**config.mk**
```make
export PLATFORM = sky130hd
export DESIGN_NAME = efr_front
export DESIGN_NICKNAME = d
export VERILOG_FILES = /design/src/sv/efr_pkg.sv /design/src/sv/efr_front.sv
export SDC_FILE = /design/constraint.sdc
export NUM_CORES = 1
export LEC_CHECK = 0
export BUFFER_PORTS_ARGS = -buffer_cell sky130_fd_sc_hd__buf_2
export CELL_PAD_IN_SITES_DETAIL_PLACEMENT = 1
export CELL_PAD_IN_SITES_GLOBAL_PLACEMENT = 2
export CORE_MARGIN = 2
export CORE_UTILIZATION = 38
export CTS_CLUSTER_SIZE = 12
export DETAILED_ROUTE_END_ITERATION = 10
export GPL_TIMING_DRIVEN = 0
export PLACE_DENSITY_LB_ADDON = 0.1
export SYNTH_ARGS = -nofsm -noshare
export SYNTH_HDL_FRONTEND = slang
export SYNTH_SLANG_ARGS = --single-unit
```
**constraint.sdc**
```tcl
create_clock -name clk -period 14.6 [get_ports clk]
set_input_delay 2.92 -clock clk [delete_from_list [all_inputs] [get_ports clk]]
set_output_delay 2.92 -clock clk [all_outputs]
set_load 0.01 [all_outputs]
```
**src/sv/efr_pkg.sv**
```systemverilog
// Shared types, widths and codes for the edge-function triangle rasterizer.
// No dependencies; every other file of the block imports this package.
package efr_pkg;

  localparam int SUBPIXEL_BITS = 4;
  localparam int MAX_DIMENSION = 2048;

  localparam int COORD_W   = 16;
  localparam int CFG_W     = 12;
  localparam int CFG_IDX_W = 1;
  localparam int BOX_W     = $clog2(MAX_DIMENSION + 1);
  localparam int DIFF_W    = COORD_W + 1;
  localparam int STEP_W    = DIFF_W + SUBPIXEL_BITS;
  localparam int AREA_W    = 2 * DIFF_W;
  localparam int MUL_A_W   = (DIFF_W > BOX_W + 1) ? DIFF_W : BOX_W + 1;
  localparam int PROD_W    = MUL_A_W + STEP_W;
  localparam int EDGE_W    = 42;
  localparam int MAC_W     = AREA_W + 8;
  localparam int NUM_W     = MAC_W + 2;
  localparam int QUAD_LOG  = SUBPIXEL_BITS + 1;
  localparam int QUEUE_DEPTH = 2;

  localparam logic [CFG_W-1:0] SURF_W_RESET = CFG_W'(640);
  localparam logic [CFG_W-1:0] SURF_H_RESET = CFG_W'(480);

  localparam logic [CFG_IDX_W-1:0] CFG_IDX_WIDTH  = 1'b0;
  localparam logic [CFG_IDX_W-1:0] CFG_IDX_HEIGHT = 1'b1;

  typedef enum logic {
    OP_LOAD,
    OP_NEXT
  } efr_op_t;

  typedef enum logic [1:0] {
    STATUS_ACCEPTED,
    STATUS_CULLED,
    STATUS_QUAD,
    STATUS_DONE
  } efr_status_t;

  typedef enum logic [3:0] {
    S_IDLE,
    S_AREA,
    S_SETUP,
    S_EDGE,
    S_SCAN,
    S_MAC,
    S_DIV_GO,
    S_DIV_WAIT,
    S_EMIT
  } efr_state_t;

  typedef struct packed {
    logic               kind;
    logic signed [15:0] vert0_x;
    logic signed [15:0] vert0_y;
    logic signed [15:0] vert1_x;
    logic signed [15:0] vert1_y;
    logic signed [15:0] vert2_x;
    logic signed [15:0] vert2_y;
    logic [31:0]        vert0_colour;
    logic [31:0]        vert1_colour;
    logic [31:0]        vert2_colour;
  } efr_in_t;

  typedef struct packed {
    efr_status_t status;
    logic [10:0] quad_x;
    logic [10:0] quad_y;
    logic [3:0]  coverage;
    logic [31:0] colour_tl;
    logic [31:0] colour_tr;
    logic [31:0] colour_bl;
    logic [31:0] colour_br;
  } efr_out_t;

  typedef struct packed {
    efr_op_t op;
    efr_in_t item;
  } efr_qent_t;

  typedef struct packed {
    logic      valid;
    efr_qent_t ent;
  } efr_q_t;

endpackage

```
**src/sv/efr_front.sv**
```systemverilog
// Input side: decodes each item into an operation and queues it for the back end.
// Depends on efr_pkg.
module efr_front import efr_pkg::*; (
  input  logic    clk,
  input  logic    rst_n,
  input  logic    in_valid,
  output logic    in_ready,
  input  efr_in_t in_data,
  output efr_q_t  q,
  input  logic    q_pop
);

  localparam int PTR_W = (QUEUE_DEPTH > 1) ? $clog2(QUEUE_DEPTH) : 1;
  localparam int CNT_W = $clog2(QUEUE_DEPTH + 1);

  efr_qent_t        entry_r [QUEUE_DEPTH];
  logic [PTR_W-1:0] wr_ptr_r, rd_ptr_r, wr_ptr_nxt, rd_ptr_nxt;
  logic [CNT_W-1:0] cnt_r;
  logic             push;
  efr_op_t          op_dec;

  assign in_ready = (cnt_r < CNT_W'(QUEUE_DEPTH));
  assign push     = in_valid && in_ready;
  assign op_dec   = in_data.kind ? OP_NEXT : OP_LOAD;

  assign wr_ptr_nxt = (wr_ptr_r == PTR_W'(QUEUE_DEPTH - 1)) ? '0 : wr_ptr_r + 1'b1;
  assign rd_ptr_nxt = (rd_ptr_r == PTR_W'(QUEUE_DEPTH - 1)) ? '0 : rd_ptr_r + 1'b1;

  assign q.valid = (cnt_r != '0);
  assign q.ent   = entry_r[rd_ptr_r];

  always_ff @(posedge clk) begin
    if (push) begin
      entry_r[wr_ptr_r] <= '{op: op_dec, item: in_data};
    end
  end

  always_ff @(posedge clk) begin
    if (!rst_n) begin
      wr_ptr_r <= '0;
      rd_ptr_r <= '0;
      cnt_r    <= '0;
    end else begin
      if (push) wr_ptr_r <= wr_ptr_nxt;
      if (q_pop) rd_ptr_r <= rd_ptr_nxt;
      case ({push, q_pop})
        2'b10:   cnt_r <= cnt_r + 1'b1;
        2'b01:   cnt_r <= cnt_r - 1'b1;
        default: cnt_r <= cnt_r;
      endcase
    end
  end

endmodule

```
==> results of run 1 <==
==> through the flow <==
step | utilization (%) | cells
final | 50.0 | 1575
after global routing | 50.0 | 1572
after CTS | 50.0 | 1570
after detailed placement | 46.3 | 1493
after global placement | 45.6 | 1483
after floorplan | - | 623
==> worst min-delay path by stage <==
stage               cells after the start  startpoint  endpoint
CTS                                     2    cnt_r[1]  cnt_r[1]
detailed placement                      2    cnt_r[1]  cnt_r[1]
global route                            2    cnt_r[1]  cnt_r[1]
floorplan                               2    cnt_r[1]  cnt_r[1]
global placement                        2    cnt_r[1]  cnt_r[1]
finish                                  2    cnt_r[1]  cnt_r[1]
==> cells in the final DEF (no fill, tap or decap), types with 2 or more instances in the layout <==
cell type  count
buf_2        394
edfxtp_1     386
mux2_2       193
clkbuf_16     45
buf_6         17
clkinv_1      16
clkbuf_1       7
buf_12         6
diode_2        5
dfxtp_1        5
clkbuf_8       5
and2_1         4
buf_16         4
buf_4          3
xnor2_1        2
bufinv_16      2
==> where the power goes <==
part,switching [mW],internal (mW)
registers,0.0212,1.36
logic,0.211,0.174
clock network,0.412,0.618
total,0.645,2.15
==> synthesized netlist by cell type <==
master and number:
nand2b_1 1, buf_4 3, or3_1 1, inv_1 1
and2_1 4, o21ai_0 1, xnor2_1 2, and3_1 1
or2_2 1, buf_2 2, xor2_1 1, a21boi_1 1
mux2_2 193, buf_6 17, o21a_1 1, dfxtp_1 5
ha_1 1, nor2_1 1, edfxtp_1 386
==> cells by family after synthesis <==
| kind of cell | Yosys count |
|---|---|
| muxes | 193 |
| and+or+nand+nor | 9 |
| AOI/OAI and AO/OA | 3 |
| buffers and inverters | 23 |
| xor gates and xnor gates | 3 |
| adders and majority gates | 1 |
| DFF | 391 |
==> state kept, by name, summed over array words and instances, names as in the netlist, named ones only <==
| name | flops |
|---|---|
| cnt_r | 2 |
| rd_ptr_r | 1 |
| entry_r | 386 |
| wr_ptr_r | 1 |
==> per-layer routing <==
| layer | global-route usage, % | part of all wire, % | vias to the layer above |
|---|---|---|---|
| met1 | 17.5 | 36 | 3652 |
| met4 | 6.91 | 3.2 | 16 |
| li1 | - | - | 3394 |
| met3 | 7.96 | 11 | 73 |
| met5 | 0 | 0.32 | - |
| met2 | 27.5 | 50 | 274 |
==> critical path: stages (launching register included) <==
cell	delay, ns
dfxtp_1	0.39
buf_4	0.29
buf_6	0.20
mux2_2	0.35
buf_4	0.13
buf_2	0.15
==> area by class of cell <==
cell class / instances / area share, %
diodes: 5 / 0.0681
plain buffers: 22 / 1.22
clock buffers: 57 / 6.65
clock inverters: 20 / 0.722
inverters: 1 / 0.0204
multi-input cells: 209 / 12.5
flip-flops and latches: 391 / 63.7
well taps: 468 / 3.19
repair buffers: 402 / 11.9
==> summary.txt, run 1 <==
Run status
  – Outcome: completed

Floorplan
  – Die Height: 197 um
  – Chip width: 197 um
  – Die area: 38900 sq um
  – IO Count: 393
  – FP Rows: 70
  – Core Box Area: 36700 sq um
  – Starting Density: 38.7%

Finish
  – Fin area: 18400 sq um
  – Fin nets: 1268
  – Layout Area Growth over Synthesis: 29.3%
  – Register area: 11700 sq um
  – Proportion of layout cells with a drive suffix above 1: 61.2%
  – Fill cell count: 3466
  – Area occupied by multi-input gates: 2300 sq um

Worst setup path
  – Reg-to-reg endpoint: entry_r[0][6]
  – Critical Path RT: 11.68 ns
  – Critical path type: reg -> out
  – Flop-to-flop setup slack: 12.22 ns
  – Crit Path Max Fanout: 10
  – Crit path to: q[193]
  – Crit path launch type: register
  – FF-to-FF path depth: 6
  – CP Capture Type: output pin
  – Crit path DAT: 2.06 ns
  – R2r startpoint: cnt_r[1]

Synth
  – #FFs+latches synth: 391
  – Mapped Nets: 821
  – Distinct cell type count after synthesis: 19
  – Mux cell area share after synthesis: 15.3%
  – Post-Synthesis Cells: 623
  – Largest family of logic cells by synthesized area: multiplexers
  – Post-synthesis sequential area ratio: 82.3%
  – Post-Synth Simple-Gate Area: 0.379%
  – Area share of fa/ha/maj cells after synthesis: 0.0881%
  – XOR/XNOR Fraction of Synth Area: 0.185%
  – Yosys warns: 0
  – Cell taking the most area after synthesis: edfxtp_1
  – Synth area leaders: edfxtp_1 (82%), mux2_2 (15%), buf_6 (1.3%)
  – Synth Area per Inst: 22.8 sq um
  – Compound-Gate Fraction of Synth Area: 0.141%
  – Netlist Area Pre-Place: 14200 sq um
  – Share of the synthesized area in the top cell type: 81.6%

CTS
  – Clock Tree Buf Depth: 3
  – Clk Latency, worst-skew pair: 0.55 ns
  – Post-CTS setup buffers: 0
  – CTS tree: built
  – Cts bufs inserted: 43
  – Clock sink count: 391
  – Clock Pin Slew Worst Setup and Hold Paths: 0.06 ns
  – Hold Buf Count CTS: 0
  – Root buffer cell: clkbuf_16
  – H-Tree Depth: 2
  – Cts repair resizes: 0

Timing
  – Measured slew at the worst slew-check pin: 0.851 ns
  – Max Fclk: 201 MHz
  – RSZ-0062 raised after global routing: false
  – Relative slew slack: 43.2%
  – Setup TNS: 0 ns
  – Worst Slack Setup Final: 9.62 ns
  – Final-report hold violation count: 0
  – Fin Hold WS: 0.513 ns
  – Final Max Slew Viols: 0
  – Minimum clock period: 4.98 ns
  – Crit share post-route: 34.1%
  – Clk_skew: 0.00980 ns
  – Final setup violation count: 0

Worst hold path
  – Worst min-delay path class: reg -> reg

Placed design
  – I/O Buffers: 392
  – Final RePlAce weighted congestion: 0.702
  – Post-place setup slack: 9.58 ns
  – Detail Placement HPWL: 22700 um
  – Placed cell areas: 17000 sq um

Routing
  – Drt first-iter violations: 189
  – Drt wl/cell: 20.3 um
  – Vias per std cell: 4.70
  – Detailed-route via count: 7409
  – Post-route DRC: 0
  – Pre-Repair DR Iteration Count: 4
  – Final wirelength: 32000 um
  – Number of routed nets with antenna violations: 0

Global route
  – Overflow after GRT: 0
  – Largest net degree at the start of global routing: 57
  – First-pass GRT wire length: 47200 um
  – Via count of the first global-routing pass: 8133
  – Initial antenna violation count: 13
  – GRT Total Usage: 16.3%

Power
  – Lkg Pwr: 6.84 nW
  – Peak VDD IR: 0.0963 mV
  – Power per cell area: 152 nW/um^2
  – Total power: 2.80 mW

Run
  – Max_cap viols: 0
(Power assumes the default switching activity.)
==> run 2: changes to the inputs <==
--- a/config.mk
+++ b/config.mk
@@ -9,7 +9,7 @@
 export CELL_PAD_IN_SITES_DETAIL_PLACEMENT = 1
 export CELL_PAD_IN_SITES_GLOBAL_PLACEMENT = 2
 export CORE_MARGIN = 2
-export CORE_UTILIZATION = 38
+export CORE_UTILIZATION = 34
 export CTS_CLUSTER_SIZE = 12
 export DETAILED_ROUTE_END_ITERATION = 10
 export GPL_TIMING_DRIVEN = 0
==> constraint.sdc (replaced) <==
create_clock -name clk -period 4.1 [get_ports clk]
set_input_delay 0.82 -clock clk [delete_from_list [all_inputs] [get_ports clk]]
set_output_delay 0.82 -clock clk [all_outputs]
set_load 0.01 [all_outputs]
==> summary.txt, run 2 (synthesized netlist as in run 1, its figures left out) <==
Run status
  – Outcome: completed

Routing
  – Final wirelength: 33100 um (+3.5%)
  – Number of routed nets with antenna violations: 0 (unchanged)
  – Drt first-iter violations: 282 (+49%)
  – Vias per std cell: 4.58 (-2.7%)
  – Pre-Repair DR Iteration Count: 4 (unchanged)
  – Post-route DRC: 0 (unchanged)
  – Drt wl/cell: 20.2 um (-0.86%)
  – Detailed-route via count: 7524 (+1.6%)

Worst setup path
  – Crit Path Max Fanout: 10 (unchanged)
  – Critical path type: reg -> out
  – Crit path launch type: register
  – CP Capture Type: output pin
  – Crit path DAT: 2.09 ns (+0.03 ns)
  – Critical Path RT: 3.28 ns (-8.40 ns)

CTS
  – Clock sink count: 391 (unchanged)
  – Post-CTS setup buffers: 0 (unchanged)
  – CTS tree: built
  – Hold Buf Count CTS: 0 (unchanged)
  – Cts repair resizes: 0 (unchanged)
  – Root buffer cell: clkbuf_16
  – Clock Tree Buf Depth: 3 (unchanged)
  – H-Tree Depth: 2 (unchanged)
  – Cts bufs inserted: 44 (+2.3%)
  – Clock Pin Slew Worst Setup and Hold Paths: 0.06 ns (about the same)
  – Clk Latency, worst-skew pair: 0.55 ns (about the same)

Floorplan
  – Die Height: 208 um (+5.6%)
  – Die area: 43400 sq um (+12%)
  – Core Box Area: 41000 sq um (+12%)
  – Starting Density: 34.6% (-4.1 points)
  – Chip width: 208 um (+5.6%)
  – IO Count: 393 (unchanged)
  – FP Rows: 74 (+5.7%)

Finish
  – Register area: 11700 sq um (unchanged)
  – Largest Register: entry_r
  – Commonest non-fill, non-tap cell in the layout: buf_2
  – Final core occ: 45.0% (-5.1 points)
  – Proportion of layout cells with a drive suffix above 1: 61.1% (-0.076 points)
  – Fin nets: 1270 (+0.16%)
  – Most frequent cells in the layout: buf_2 (394), edfxtp_1 (386), mux2_2 (193)
  – Largest regs: entry_r x386, cnt_r x2
  – Fill cell count: 3987 (+15%)
  – Layout Area Growth over Synthesis: 29.8%
  – Max reg flops: 386 (unchanged)
  – Area occupied by multi-input gates: 2310 sq um (+0.33%)
  – Final non-filler cell total: 1644 (+4.4%)

Global route
  – GRT Total Usage: 15.1% (-1.2 points)
  – Via count of the first global-routing pass: 8001 (-1.6%)
  – First-pass GRT wire length: 49000 um (+3.8%)
  – Largest net degree at the start of global routing: 59 (+3.5%)
  – Overflow after GRT: 0 (unchanged)
  – Initial antenna violation count: 14 (+1)

Timing
  – RSZ-0062 raised after global routing: false
  – Setup TNS: 0 ns (unchanged)
  – Fin Hold WS: 0.451 ns (-0.0621 ns)
  – Relative slew slack: 50.1% (+6.9 points)
  – Worst Slack Setup Final: 1.19 ns (-8.43 ns)
  – Final Max Slew Viols: 0 (unchanged)
  – Clk_skew: 0.0104 ns (+0.000611 ns)
  – Minimum clock period: 2.91 ns
  – Crit share post-route: 70.9%
  – Final setup violation count: 0 (unchanged)
  – Measured slew at the worst slew-check pin: 0.746 ns (-0.105 ns)
  – Max Fclk: 344 MHz
  – Final-report hold violation count: 0 (unchanged)

Power
  – Lkg Pwr: 6.84 nW (about the same)
  – Peak VDD IR: 0.320 mV (+230%)
  – Power per cell area: 538 nW/um^2 (+250%)

Run
  – Max_cap viols: 0 (unchanged)

Worst hold path
  – Worst min-delay path class: in -> reg

Placed design
  – Final RePlAce weighted congestion: 0.698 (-0.61%)
  – Post-place setup slack: 1.44 ns (-8.14 ns)
  – I/O Buffers: 392 (unchanged)
  – Placed cells: 1558 (+4.4%)
  – Detail Placement HPWL: 22900 um (+1.1%)
-- run 2: per-stage QoR --
stage	power (mW)	cell area [sq um]
after floorplan	5.75	14200
after global placement	6.39	16800
after detailed placement	6.43	17100
after CTS	10.1	18400
after global routing	10.4	18400
final	9.93	18400
-- run 2: path summary, 6_finish.rpt --
kind / startpoint / endpoint / slack, ns / cells past startpoint
setup reg to reg: cnt_r[1] / entry_r[0][82] / 2.00 / 5
hold reg to reg: cnt_r[1] / cnt_r[1] / 0.54 / 2
setup / recovery: register / q[193] / 1.19 / 5
hold / removal: in_data[99] / entry_r[0][99] / 0.45 / 1
-- run 2: layer usage --
layer,vias up,GRT usage (%),wire length (um)
li1,3408,-,-
met1,3759,17.8,13100
met2,261,24.1,15600
met3,82,6.78,3300
met4,14,6.23,985
met5,-,0,98
-- run 2: report_power, final --
part	leakage (nW)	internal (mW)	switching (mW)	total [mW]
logic	2.56	0.633	0.760	1.39
registers	3.64	4.84	0.0745	4.91
clock network	0.638	2.13	1.50	3.62
-- run 2: critical path: stages, from the launching register on --
cell	delay, ns
dfxtp_1	0.40
buf_4	0.31
buf_6	0.21
mux2_2	0.36
buf_4	0.13
buf_2	0.13
-- run 2: area by class of cell --
type / count / share of cell area (%)
Timing Repair Buffer: 403 / 12.0
Buffer: 22 / 1.21
Clock buffer: 58 / 6.37
Tap cell: 532 / 3.61
Sequential cell: 391 / 63.4
Inverter: 1 / 0.0204
Multi-Input combinational cell: 209 / 12.5
Antenna cell: 7 / 0.0950
Clock inverter: 21 / 0.767
